**config.mk**
```make
export PLATFORM = sky130hd
export DESIGN_NAME = beacon_tx_guard_window
export DESIGN_NICKNAME = d
export VERILOG_FILES = /design/src/btgw_pkg.sv /design/src/btgw_ctrl.sv /design/src/btgw_dp.sv /design/src/beacon_tx_guard_window.sv
export SDC_FILE = /design/constraint.sdc
export NUM_CORES = 1
export LEC_CHECK = 0
export ABC_AREA = 1
export BUFFER_PORTS_ARGS = -buffer_cell sky130_fd_sc_hd__buf_4
export CORE_MARGIN = 3
export CORE_UTILIZATION = 25
export DETAILED_ROUTE_END_ITERATION = 7
export GPL_TIMING_DRIVEN = 1
export SYNTH_ARGS = -nofsm -noshare
export SYNTH_HDL_FRONTEND = slang
export SYNTH_SLANG_ARGS = --single-unit
```
**constraint.sdc**
```tcl
create_clock -name clk -period 6.6 [get_ports clk]
set_input_delay 0 -clock clk [delete_from_list [all_inputs] [get_ports clk]]
set_output_delay 0 -clock clk [all_outputs]
set_load 0.03 [all_outputs]
```
**src/btgw_pkg.sv**
```systemverilog
// btgw_pkg: shared types and constants for the beacon transmit guard block.
// No dependencies; used by btgw_ctrl, btgw_dp and beacon_tx_guard_window.
`default_nettype none

package btgw_pkg;

  localparam int TIME_W  = 32;
  localparam int MISS_W  = 8;
  localparam int OUT_W   = 48;  // 42 payload bits padded to whole bytes
  localparam int ADDR_W  = 4;
  localparam int CFG_W   = 32;

  // request kind carried on s_tuser
  localparam logic REQ_BEACON = 1'b0;
  localparam logic REQ_QUERY  = 1'b1;

  // register index, paddr[3:2]
  localparam logic [1:0] REG_PERIOD = 2'd0;
  localparam logic [1:0] REG_GUARD  = 2'd1;
  localparam logic [1:0] REG_OCC    = 2'd2;

  typedef enum logic [1:0] {
    ST_IDLE,
    ST_CHECK,
    ST_WINDOW,
    ST_EMIT
  } state_t;

  // controller -> datapath
  typedef struct packed {
    logic load;    // take the input word
    logic step;    // one catch-up compare/step
    logic window;  // final guard window compare
    logic emit;    // move result into the output register
  } cmd_t;

  // datapath -> controller
  typedef struct packed {
    logic locked;    // current lock flag
    logic after;     // query lies past the predicted window end
    logic limit;     // miss count has reached the limit
    logic out_free;  // output register can take a word this cycle
  } status_t;

endpackage

`default_nettype wire

```
**src/btgw_ctrl.sv**
```systemverilog
// btgw_ctrl: sequencer for one word at a time (accept, catch-up, window, emit).
// Depends on btgw_pkg.
`default_nettype none

module btgw_ctrl (
  input  wire logic               clk,
  input  wire logic               rst,
  input  wire logic               in_valid,
  input  wire logic               in_kind,
  output logic                    in_ready,
  input  wire btgw_pkg::status_t  status,
  output btgw_pkg::cmd_t          cmd
);

  btgw_pkg::state_t state, state_next;

  always_ff @(posedge clk) begin
    if (rst) begin
      state <= btgw_pkg::ST_IDLE;
    end else begin
      state <= state_next;
    end
  end

  always_comb begin
    state_next = state;
    unique case (state)
      btgw_pkg::ST_IDLE: begin
        if (in_valid) begin
          if (in_kind == btgw_pkg::REQ_BEACON || !status.locked) begin
            state_next = btgw_pkg::ST_EMIT;
          end else begin
            state_next = btgw_pkg::ST_CHECK;
          end
        end
      end
      btgw_pkg::ST_CHECK: begin
        priority if (status.after && status.limit) begin
          state_next = btgw_pkg::ST_EMIT;
        end else if (status.after) begin
          state_next = btgw_pkg::ST_CHECK;
        end else begin
          state_next = btgw_pkg::ST_WINDOW;
        end
      end
      btgw_pkg::ST_WINDOW: begin
        state_next = btgw_pkg::ST_EMIT;
      end
      btgw_pkg::ST_EMIT: begin
        if (status.out_free) begin
          state_next = btgw_pkg::ST_IDLE;
        end
      end
      default: begin
        state_next = btgw_pkg::ST_IDLE;
      end
    endcase
  end

  always_comb begin
    cmd      = '0;
    in_ready = 1'b0;
    unique case (state)
      btgw_pkg::ST_IDLE: begin
        in_ready = 1'b1;
        cmd.load = in_valid;
      end
      btgw_pkg::ST_CHECK: begin
        cmd.step = 1'b1;
      end
      btgw_pkg::ST_WINDOW: begin
        cmd.window = 1'b1;
      end
      btgw_pkg::ST_EMIT: begin
        cmd.emit = status.out_free;
      end
      default: begin
        cmd = '0;
      end
    endcase
  end

endmodule

`default_nettype wire

```
**src/btgw_dp.sv**
```systemverilog
// btgw_dp: prediction, miss count, lock flag, comparators and output register.
// Depends on btgw_pkg; driven by btgw_ctrl commands.
`default_nettype none

module btgw_dp #(
  parameter int unsigned MAX_MISSES = 3
) (
  input  wire logic                          clk,
  input  wire logic                          rst,
  input  wire btgw_pkg::cmd_t                cmd,
  output btgw_pkg::status_t                  status,
  input  wire logic                          in_kind,
  input  wire logic [btgw_pkg::TIME_W-1:0]   in_time,
  input  wire logic [btgw_pkg::TIME_W-1:0]   beacon_period,
  input  wire logic [btgw_pkg::TIME_W-1:0]   guard_time,
  input  wire logic [btgw_pkg::TIME_W-1:0]   occupancy_time,
  output logic                               out_valid,
  input  wire logic                          out_ready,
  output logic [btgw_pkg::OUT_W-1:0]         out_data
);

  localparam logic [btgw_pkg::MISS_W-1:0] MaxMiss = btgw_pkg::MISS_W'(MAX_MISSES);

  logic [btgw_pkg::TIME_W-1:0] pred;
  logic [btgw_pkg::MISS_W-1:0] miss;
  logic                        lock;
  logic                        allowed;
  logic [btgw_pkg::TIME_W-1:0] query_time;
  logic [btgw_pkg::TIME_W-1:0] win_len;

  logic [btgw_pkg::TIME_W-1:0] win_end;
  logic [btgw_pkg::TIME_W-1:0] end_diff;
  logic [btgw_pkg::TIME_W-1:0] guard_diff;
  logic                        after;
  logic                        limit;

  // wrapping compares: sign of the 32-bit difference
  assign win_end    = pred + win_len;
  assign end_diff   = query_time - win_end;
  assign after      = (end_diff != '0) && !end_diff[btgw_pkg::TIME_W-1];
  assign guard_diff = query_time - (pred - guard_time);
  assign limit      = (miss >= MaxMiss);

  assign status.locked   = lock;
  assign status.after    = after;
  assign status.limit    = limit;
  assign status.out_free = !out_valid || out_ready;

  // control state
  always_ff @(posedge clk) begin
    if (rst) begin
      pred <= '0;
      miss <= '0;
      lock <= 1'b0;
    end else begin
      priority if (cmd.load && in_kind == btgw_pkg::REQ_BEACON) begin
        pred <= in_time + beacon_period;
        miss <= '0;
        lock <= 1'b1;
      end else if (cmd.step && after) begin
        if (limit) begin
          lock <= 1'b0;
        end else begin
          miss <= miss + 1'b1;
          pred <= pred + beacon_period;
        end
      end
    end
  end

  // per-word working registers
  always_ff @(posedge clk) begin
    priority if (cmd.load) begin
      query_time <= in_time;
      win_len    <= occupancy_time + guard_time;
      allowed    <= 1'b1;
    end else if (cmd.step && after && limit) begin
      allowed <= 1'b1;
    end else if (cmd.window) begin
      allowed <= guard_diff[btgw_pkg::TIME_W-1];
    end
  end

  // output register
  always_ff @(posedge clk) begin
    if (rst) begin
      out_valid <= 1'b0;
    end else if (cmd.emit) begin
      out_valid <= 1'b1;
    end else if (out_ready) begin
      out_valid <= 1'b0;
    end
  end

  always_ff @(posedge clk) begin
    if (cmd.emit) begin
      out_data <= {(btgw_pkg::OUT_W - btgw_pkg::MISS_W - btgw_pkg::TIME_W - 2)'(0),
                   miss, pred, lock, allowed};
    end
  end

  a_miss_bounded: assert property (@(posedge clk) disable iff (rst)
    miss <= MaxMiss)
    else $error("miss count above limit");

  a_beacon_locks: assert property (@(posedge clk) disable iff (rst)
    cmd.load && in_kind == btgw_pkg::REQ_BEACON |=> lock && miss == '0)
    else $error("beacon did not lock");

  a_limit_unlocks: assert property (@(posedge clk) disable iff (rst)
    cmd.step && after && limit |=> !lock && allowed)
    else $error("miss limit did not unlock");

  a_emit_no_overwrite: assert property (@(posedge clk) disable iff (rst)
    out_valid && !out_ready |=> !$past(cmd.emit))
    else $error("output word overwritten");

endmodule

`default_nettype wire

```
**src/beacon_tx_guard_window.sv**
```systemverilog
// beacon_tx_guard_window: top level, APB config registers, sequencer and datapath.
// Path: a beacon or unlocked query goes from accept straight to emit; a locked query runs
// catch-up steps (at most MAX_MISSES prediction advances), one superframe step per cycle,
// then the window compare; a query that hits the miss limit unlocks and skips the window.
// Throughput: one word in flight; next word accepted once the result is in the output reg.
// Reset (rst, sync): unlocked, prediction and miss count zero, registers zero, no output.
`default_nettype none

module beacon_tx_guard_window #(
  parameter int unsigned MAX_MISSES = 3
) (
  input  wire logic                            clk,
  input  wire logic                            rst,
  // input stream
  input  wire logic                            s_tvalid,
  output logic                                 s_tready,
  input  wire logic [btgw_pkg::TIME_W-1:0]     s_tdata,   // [31:0] event_time
  input  wire logic                            s_tuser,   // [0] req_type
  // result stream
  output logic                                 m_tvalid,
  input  wire logic                            m_tready,
  // [0] tx_allowed, [1] is_locked, [33:2] next_beacon_time, [41:34] miss_count,
  // [47:42] zero
  output logic [btgw_pkg::OUT_W-1:0]           m_tdata,
  // configuration
  input  wire logic                            psel,
  input  wire logic                            penable,
  input  wire logic                            pwrite,
  input  wire logic [btgw_pkg::ADDR_W-1:0]     paddr,
  input  wire logic [btgw_pkg::CFG_W-1:0]      pwdata,
  output logic [btgw_pkg::CFG_W-1:0]           prdata,
  output logic                                 pready
);

  logic [btgw_pkg::TIME_W-1:0] beacon_period;
  logic [btgw_pkg::TIME_W-1:0] guard_time;
  logic [btgw_pkg::TIME_W-1:0] occupancy_time;
  logic                        cfg_write;

  btgw_pkg::cmd_t    cmd;
  btgw_pkg::status_t status;

  assign pready    = 1'b1;
  assign cfg_write = psel && penable && pwrite && pready;

  // config registers; index from paddr[3:2], index 3 is ignored
  always_ff @(posedge clk) begin
    if (rst) begin
      beacon_period  <= '0;
      guard_time     <= '0;
      occupancy_time <= '0;
    end else if (cfg_write) begin
      unique case (paddr[3:2])
        btgw_pkg::REG_PERIOD: beacon_period  <= pwdata;
        btgw_pkg::REG_GUARD:  guard_time     <= pwdata;
        btgw_pkg::REG_OCC:    occupancy_time <= pwdata;
        default: ;
      endcase
    end
  end

  always_comb begin
    unique case (paddr[3:2])
      btgw_pkg::REG_PERIOD: prdata = beacon_period;
      btgw_pkg::REG_GUARD:  prdata = guard_time;
      btgw_pkg::REG_OCC:    prdata = occupancy_time;
      default:              prdata = '0;
    endcase
  end

  // sequencer: idle -> (catch-up steps) -> (window compare) -> emit
  btgw_ctrl u_ctrl (
    .clk      (clk),
    .rst      (rst),
    .in_valid (s_tvalid),
    .in_kind  (s_tuser),
    .in_ready (s_tready),
    .status   (status),
    .cmd      (cmd)
  );

  // prediction state, wrapping compares, output register
  btgw_dp #(
    .MAX_MISSES (MAX_MISSES)
  ) u_dp (
    .clk            (clk),
    .rst            (rst),
    .cmd            (cmd),
    .status         (status),
    .in_kind        (s_tuser),
    .in_time        (s_tdata),
    .beacon_period  (beacon_period),
    .guard_time     (guard_time),
    .occupancy_time (occupancy_time),
    .out_valid      (m_tvalid),
    .out_ready      (m_tready),
    .out_data       (m_tdata)
  );

endmodule

`default_nettype wire
```
==> summary.txt, run 1 <==
Logic synthesis
  – Post-synthesis simple-gate area fraction: 21.7%
  – Post-Syn Area: 17400 µm²
  – Cell count after synthesis: 2329
  – Largest family of logic cells by synthesized area: simple AND/OR/NAND/NOR gates
  – Multiplexer area fraction after synthesis: 0.646%
  – Syn Area/Cell: 7.49 µm²
  – Distinct cells, synth: 45
  – Adder-cell share of the synthesized area: 16.3%
  – XOR/XNOR Fraction of Synth Area: 4.02%
  – Synth area leader: edfxtp_1
  – Synthesized flop and latch total: 247
  – Compound-Gate Fraction of Synth Area: 11.9%
  – Top cell type's share of synthesized area: 18.2%
  – Largest cells by area after synthesis: edfxtp_1, dfxtp_1, nand2_1, ha_1, inv_1
  – Yosys Warn Count: 0
  – Fraction of the yosys area taken by sequential cells: 34.4%

Power
  – Worst ir drop on vdd: 203 µV
  – PD cells: 350 nW/µm²
  – P_leak: 0.0102 µW

Cells and area
  – Final core occ: 30.7%
  – Fin nets: 2799
  – Area delta synth->final: 21.0%
  – Fill cell count: 7432
  – Post-route insts no fill: 3486
  – Layout cells sized above 1: 9.95%

Clocking
  – Cts repair resizes: 0
  – Post-cts hold buffer count: 68
  – TritonCTS clock tree: done
  – Clock transition at the registers of the reported paths: 60 ps
  – Cts bufs inserted: 27
  – Longest Clk Path Bufs: 3
  – Worst skew pair latency: 550 ps
  – Clk root buf: clkbuf_16
  – CTS sink cnt: 247
  – Post-CTS setup buffer count: 0
  – H-tree Lvls: 1

Placement
  – GP Congestion: 0.891
  – Placed wire-length estimate: 43.0 mm
  – Port Buf Inserts: 149
  – Placed Cells: 3367

Detailed routing
  – Via count: 14987
  – Final ANT Viol Nets: 0
  – Wire per inst: 15.1 µm
  – Drt initial violations: 653
  – Drt drc: 0
  – Vias per inst: 4.30
  – Drt pass-1 iters: 5
  – Routed WL: 52.6 mm

Critical path
  – Crit path largest cell delay: 630 ps
  – Worst path bufs/invs: 0
  – Most used cell, CP: nor2_1
  – CP max FO: 21
  – Critical path, cell by cell: nor2_1, nand2_1, or2_2, mux2_2, ha_1, a21oi_1, nand2_1, a21boi_0, o21ai_0, a31oi_1, o21ai_0, a21oi_1, xnor2_1, nor2_1, nor2_1
  – Startpoint Class: register
  – Worst EP arrival: 4910 ps
  – CP top delay family: compound AO/OA/AOI/OAI gates
  – Crit Path Class: reg2reg
  – CP Data Required Time: 7080 ps
  – Slowest CP cell: a21boi_0
  – Setup crit end kind: register

Floorplanning
  – Starting Density: 25.3%
  – Die ar.: 73000 µm²
  – CORE AREA: 68800 µm²
  – Cell Rows: 96
  – I/O Pins: 159
  – DIE WIDTH: 270 µm
  – Die extent in y: 270 µm

Timing
  – Fmax: 226 MHz
  – Hold slack: 122 ps
  – Slew Viols, Final: 0
  – Setup TNS: 0 ps
  – Relative slew slack: 38.7%
  – Clk_skew: 12.3 ps
  – # setup viols final: 0
  – Period utilisation layout: 67.1%
  – Final Hold Viols: 0
  – Unrepaired setup endpoints after global routing: no
  – Tmin final: 4430 ps
  – Worst Tran Pin Value: 919 ps

Worst hold path
  – Min-Delay Path Class: in2reg

Global routing
  – Vias in the first global route: 14801
  – Initial antenna violation count: 3
  – GRT Total Usage: 14.2%
  – First-pass GRT wire length: 82.2 mm
  – Pin count of the biggest net entering global routing: 91
  – GR Overflow Total: 0

Flow run
  – Max cap viols: 0

Run status
  – Status: finished, final reports clean
==> metrics by stage <==
step                setup WS (ps)  area, µm²  total power (µW)
floorplan                    2580      17500              4930
global placement             2280      19600              5840
detailed placement           2200      19600              5880
CTS                          2180      21100              7440
global route                 1830      21100              8140
finish                       2170      21100              7390
==> final cells by class <==
cell class / count / area (µm²) / area share [%]
multi-input combinational: 1600 / 9560 / 45.3
sequential: 247 / 6010 / 28.4
timing repair buffer: 230 / 1900 / 8.98
inverter: 427 / 1600 / 7.59
tap: 931 / 1160 / 5.52
clock buffer: 44 / 840 / 3.98
clock inverter: 5 / 36.3 / 0.172
antenna: 2 / 5.00 / 0.0237
==> cells in the final DEF (no fill, tap or decap), types with 8 or more instances in the layout <==
cell	count
ha_1	127
clkbuf_16	29
nor3_1	14
buf_4	162
nand3_1	53
nor2_2	14
o21a_1	9
o211ai_1	31
dlygate4sd3_1	68
xor2_1	55
clkbuf_1	8
a21oi_1	151
o21ai_0	139
dfxtp_1	141
fa_1	63
nand4_1	23
xnor2_1	25
nor2_1	316
mux2_2	10
a31oi_1	13
inv_1	417
nand2_1	493
inv_2	9
edfxtp_1	106
==> worst paths after layout <==
path | end | start | cells past startpoint | slack, ps
setup reg to reg | u_dp.pred[17] | u_ctrl.state[1] | 15 | 2170
setup / recovery | u_dp.pred[17] | u_ctrl.state[1] | 15 | 2170
hold reg to reg | u_dp.miss[6] | u_dp.miss[6] | 2 | 440
hold / removal | guard_time[31] | penable | 6 | 120
==> per-layer routing <==
| metal | track usage [%] | vias to the layer above | wire, µm |
|---|---|---|---|
| met3 | 1.57 | 69 | 1790 |
| met2 | 24.4 | 248 | 24600 |
| met4 | 3.54 | 2 | 1160 |
| met5 | 0 | - | 13 |
| li1 | - | 7802 | - |
| met1 | 18.9 | 6866 | 25100 |
==> synth_stat cells, drive strengths merged <==
cell type / number
a211oi: 1
a21boi: 8
a21o: 7
a21oi: 151
a221oi: 3
a31oi: 13
and2: 7
buf: 25
clkbuf: 35
clkinv: 2
conb: 2
dfxtp: 141
edfxtp: 106
fa: 63
ha: 127
inv: 425
mux2: 10
nand2: 501
nand3: 55
nand4: 23
nor2: 332
nor3: 16
nor4: 3
o211ai: 31
o21a: 9
o21ai: 143
o21bai: 5
o221a: 2
o221ai: 2
or2: 1
xnor2: 25
xor2: 55
==> worst reg2reg max path: stages (launching register included) <==
cell and delay, ps:
dfxtp_1 350, nor2_1 170, nand2_1 130, or2_2 530, mux2_2 410, ha_1 340
a21oi_1 140, nand2_1 90, a21boi_0 630, o21ai_0 430, a31oi_1 380, o21ai_0 200
a21oi_1 230, xnor2_1 140, nor2_1 70, nor2_1 110
==> logic make-up after synthesis <==
family          Yosys count
other cells               2
compound gates          375
fa+ha+maj               190
mux                      10
buf+inv                 487
simple gates            938
xor+xnor                 80
flops                   247
==> registers in the layout, indices dropped and copies added, names as in the netlist <==
register / flops
beacon_period: 32
guard_time: 32
occupancy_time: 32
u_ctrl.state: 2
u_dp.allowed: 1
u_dp.lock: 1
u_dp.miss: 8
u_dp.out_data: 42
u_dp.out_valid: 1
u_dp.pred: 32
u_dp.query_time: 32
u_dp.win_len: 32
==> power breakdown <==
| group | internal (µW) | leakage (µW) | switching, µW |
|---|---|---|---|
| clock network | 870 | 0.000434 | 634 |
| registers | 1810 | 0.00215 | 214 |
| logic | 1390 | 0.00758 | 2470 |
(Power assumes the default switching activity.)
==> inputs of run 2 (changes only) <==
==> constraint.sdc (replaced) <==
create_clock -name clk -period 4.02 [get_ports clk]
set_input_delay 0 -clock clk [delete_from_list [all_inputs] [get_ports clk]]
set_output_delay 0 -clock clk [all_outputs]
set_load 0.03 [all_outputs]
==> summary.txt, run 2 (synthesized netlist as in run 1, its figures left out) <==
Clocking
  – Clk root buf: clkbuf_16
  – Longest Clk Path Bufs: 3
  – Cts bufs inserted: 27
  – Worst skew pair latency: 560 ps
  – Clock transition at the registers of the reported paths: 70 ps
  – H-tree Lvls: 1
  – TritonCTS clock tree: done
  – CTS sink cnt: 247

Critical path
  – CP top delay family: simple AND/OR/NAND/NOR gates
  – Critical path, cell by cell: fa_1, inv_1, ha_1, nand2_1, nand2_1, nand2_1, nand2_1, inv_1, nand2_2, nand2_1, nand2_1, nand2_1, nand3_1, nand2_1, nor2_1, nand2_1, nor2_2, nand3_2, nand3_1, nand2_1, nand2_1, nand2_1, a21oi_1, dlygate4sd3_1
  – Reg2Reg Setup Slack: 260 ps
  – Slowest CP cell: fa_1
  – Crit path largest cell delay: 580 ps
  – Critical path origin: u_dp.win_len[4]
  – Reg-to-reg critical path endpoint: u_ctrl.state[1]
  – Cell count along the critical path: 24
  – Reg2Reg Launch Point: u_dp.win_len[4]
  – Startpoint Class: register
  – CP max FO: 4
  – Crit Path Class: reg2reg
  – Setup crit end kind: register
  – Crit path capture: u_ctrl.state[1]
  – Most used cell, CP: nand2_1
  – Worst path bufs/invs: 3
  – CP Data Required Time: 4520 ps
  – Worst EP arrival: 4260 ps
  – Worst r2r path cells: 24

Global routing
  – Initial antenna violation count: 2
  – Vias in the first global route: 14832
  – Pin count of the biggest net entering global routing: 68
  – First-pass GRT wire length: 82.8 mm
  – GRT Total Usage: 14.4%
  – GR Overflow Total: 0

Power
  – Combinational power share: 52.9%
  – Worst ir drop on vdd: 388 µV
  – Design internal power: 6790 µW
  – Sw frac: 44.9%
  – Power share of the sequential group: 26.9%
  – Clock share of power: 20.2%
  – Net Sw Power: 5520 µW
  – P_leak: 0.0103 µW
  – PD cells: 577 nW/µm²

Timing
  – Hold slack: 165 ps
  – Final Hold Viols: 0
  – Slew Viols, Final: 0
  – Fmax: 266 MHz
  – Period utilisation layout: 93.6%
  – # setup viols final: 0
  – Relative slew slack: 44.8%
  – Tmin final: 3760 ps
  – Worst Tran Pin Value: 827 ps
  – Clk_skew: 14.9 ps

Floorplanning
  – CORE AREA: 68800 µm²
  – DIE WIDTH: 270 µm
  – Die ar.: 73000 µm²
  – Starting Density: 25.3%
  – I/O Pins: 159
  – Cell Rows: 96
  – Die extent in y: 270 µm

Detailed routing
  – Wire per inst: 15.2 µm
  – Routed WL: 53.2 mm
  – Vias per inst: 4.25
  – Via count: 14902
  – Drt drc: 0
  – Final ANT Viol Nets: 0
  – Drt initial violations: 786
  – Drt pass-1 iters: 5

Run status
  – Status: finished, final reports clean

Cells and area
  – Design area: 21400 µm²
  – Max FFs per register: 42
  – Fin nets: 2819
  – Area delta synth->final: 22.4%
  – Final core occ: 31.0%
  – Most frequent cells in the layout: nand2_1, inv_1, nor2_1
  – Most common cell after layout, fill and taps aside: nand2_1
  – Layout cells sized above 1: 11.4%
  – Post-route insts no fill: 3507
  – Largest reg by FF count: u_dp.out_data

Placement
  – Dpl cell area: 19700 µm²
  – Port Buf Inserts: 149
  – GP Congestion: 0.904
  – Placed wire-length estimate: 44.0 mm
  – Placed Cells: 3386

Flow run
  – Max cap viols: 0

Worst hold path
  – Min-Delay Path Class: in2reg
==> run 2: cell types whose count changed in the layout (fill, tap and decap cells not counted), moves of 3 or more <==
cell     previous run  this run
nand2_1           493       488
nand3_1            53        50
nor2_1            316       310
nand3_2             2         5
nand2_2             7        12
buf_12              0         3
nor2_2             14        20
buf_4             162       179
==> run 2: power groups by stage <==
| stage | Clock [µW] | Combinational, µW | Sequential (µW) |
|---|---|---|---|
| after floorplan | 0 | 4780 | 3310 |
| after global placement | 0 | 6320 | 3370 |
| after detailed placement | 0 | 6370 | 3370 |
| after CTS | 2550 | 6460 | 3320 |
| after global routing | 2640 | 7570 | 3350 |
| final | 2480 | 6520 | 3320 |
==> run 2: layout make-up <==
class                           instances  area (µm²)
Antenna cell                            2        5.00
Timing Repair Buffer                  250        2080
Multi-Input combinational cell       1600        9610
Sequential cell                       247        6010
Clock buffer                           43         827
Fill cell                            7350       47500
Tap cell                              931        1160
Inverter                              427        1600
Clock inverter                          7        47.5
==> run 2: how the worst min path moves through the flow <==
stage          cells past startpoint  slack, ps   startpoint             endpoint
5_1_grt                            2        180  s_tdata[29]  u_dp.query_time[29]
3_5_place_dp                       1        190  s_tdata[15]  u_dp.query_time[15]
6_report                           5        160      penable       guard_time[31]
4_1_cts                            2        150  s_tdata[30]  u_dp.query_time[30]
3_3_place_gp                       1        190  s_tdata[12]  u_dp.query_time[12]
2_1_floorplan                      1         70          rst      u_ctrl.state[0]
==> run 2: timing repair <==
action | 4_1_cts | 5_1_grt
buffers inserted | 0 | 1
hold buffers | 68 | 0
hold endpoints to repair | 135 | 0
resized for setup | 0 | 20
endpoints found under the setup margin | 0 | 28
==> run 2: per-layer routing <==
metal / global-route usage [%] / routed length [µm] / share of wire (%) / vias to the layer above
met3: 1.59 / 1880 / 3.5 / 50
met4: 3.71 / 1170 / 2.2 / 0
met5: 0 / 0 / 0 / -
met1: 19.6 / 25700 / 48 / 6788
met2: 24.4 / 24500 / 46 / 239
li1: - / - / - / 7825
==> run 2: stage by stage <==
stage	setup TNS (ps)	worst slack (ps)	power [µW]
after floorplan	0	176	8090
after global placement	0	217	9690
after detailed placement	0	144	9740
after CTS	0	88.5	12300
after global routing	-10.3	-10.3	13600
final	0	259	12300
==> run 2: worst register-to-register path: cells and delay by family (launching register included) <==
kind | cells | cell delay [ps]
flops | 1 | 430
fa+ha+maj | 2 | 950
buf+inv | 3 | 660
compound gates | 1 | 120
simple gates | 18 | 1550
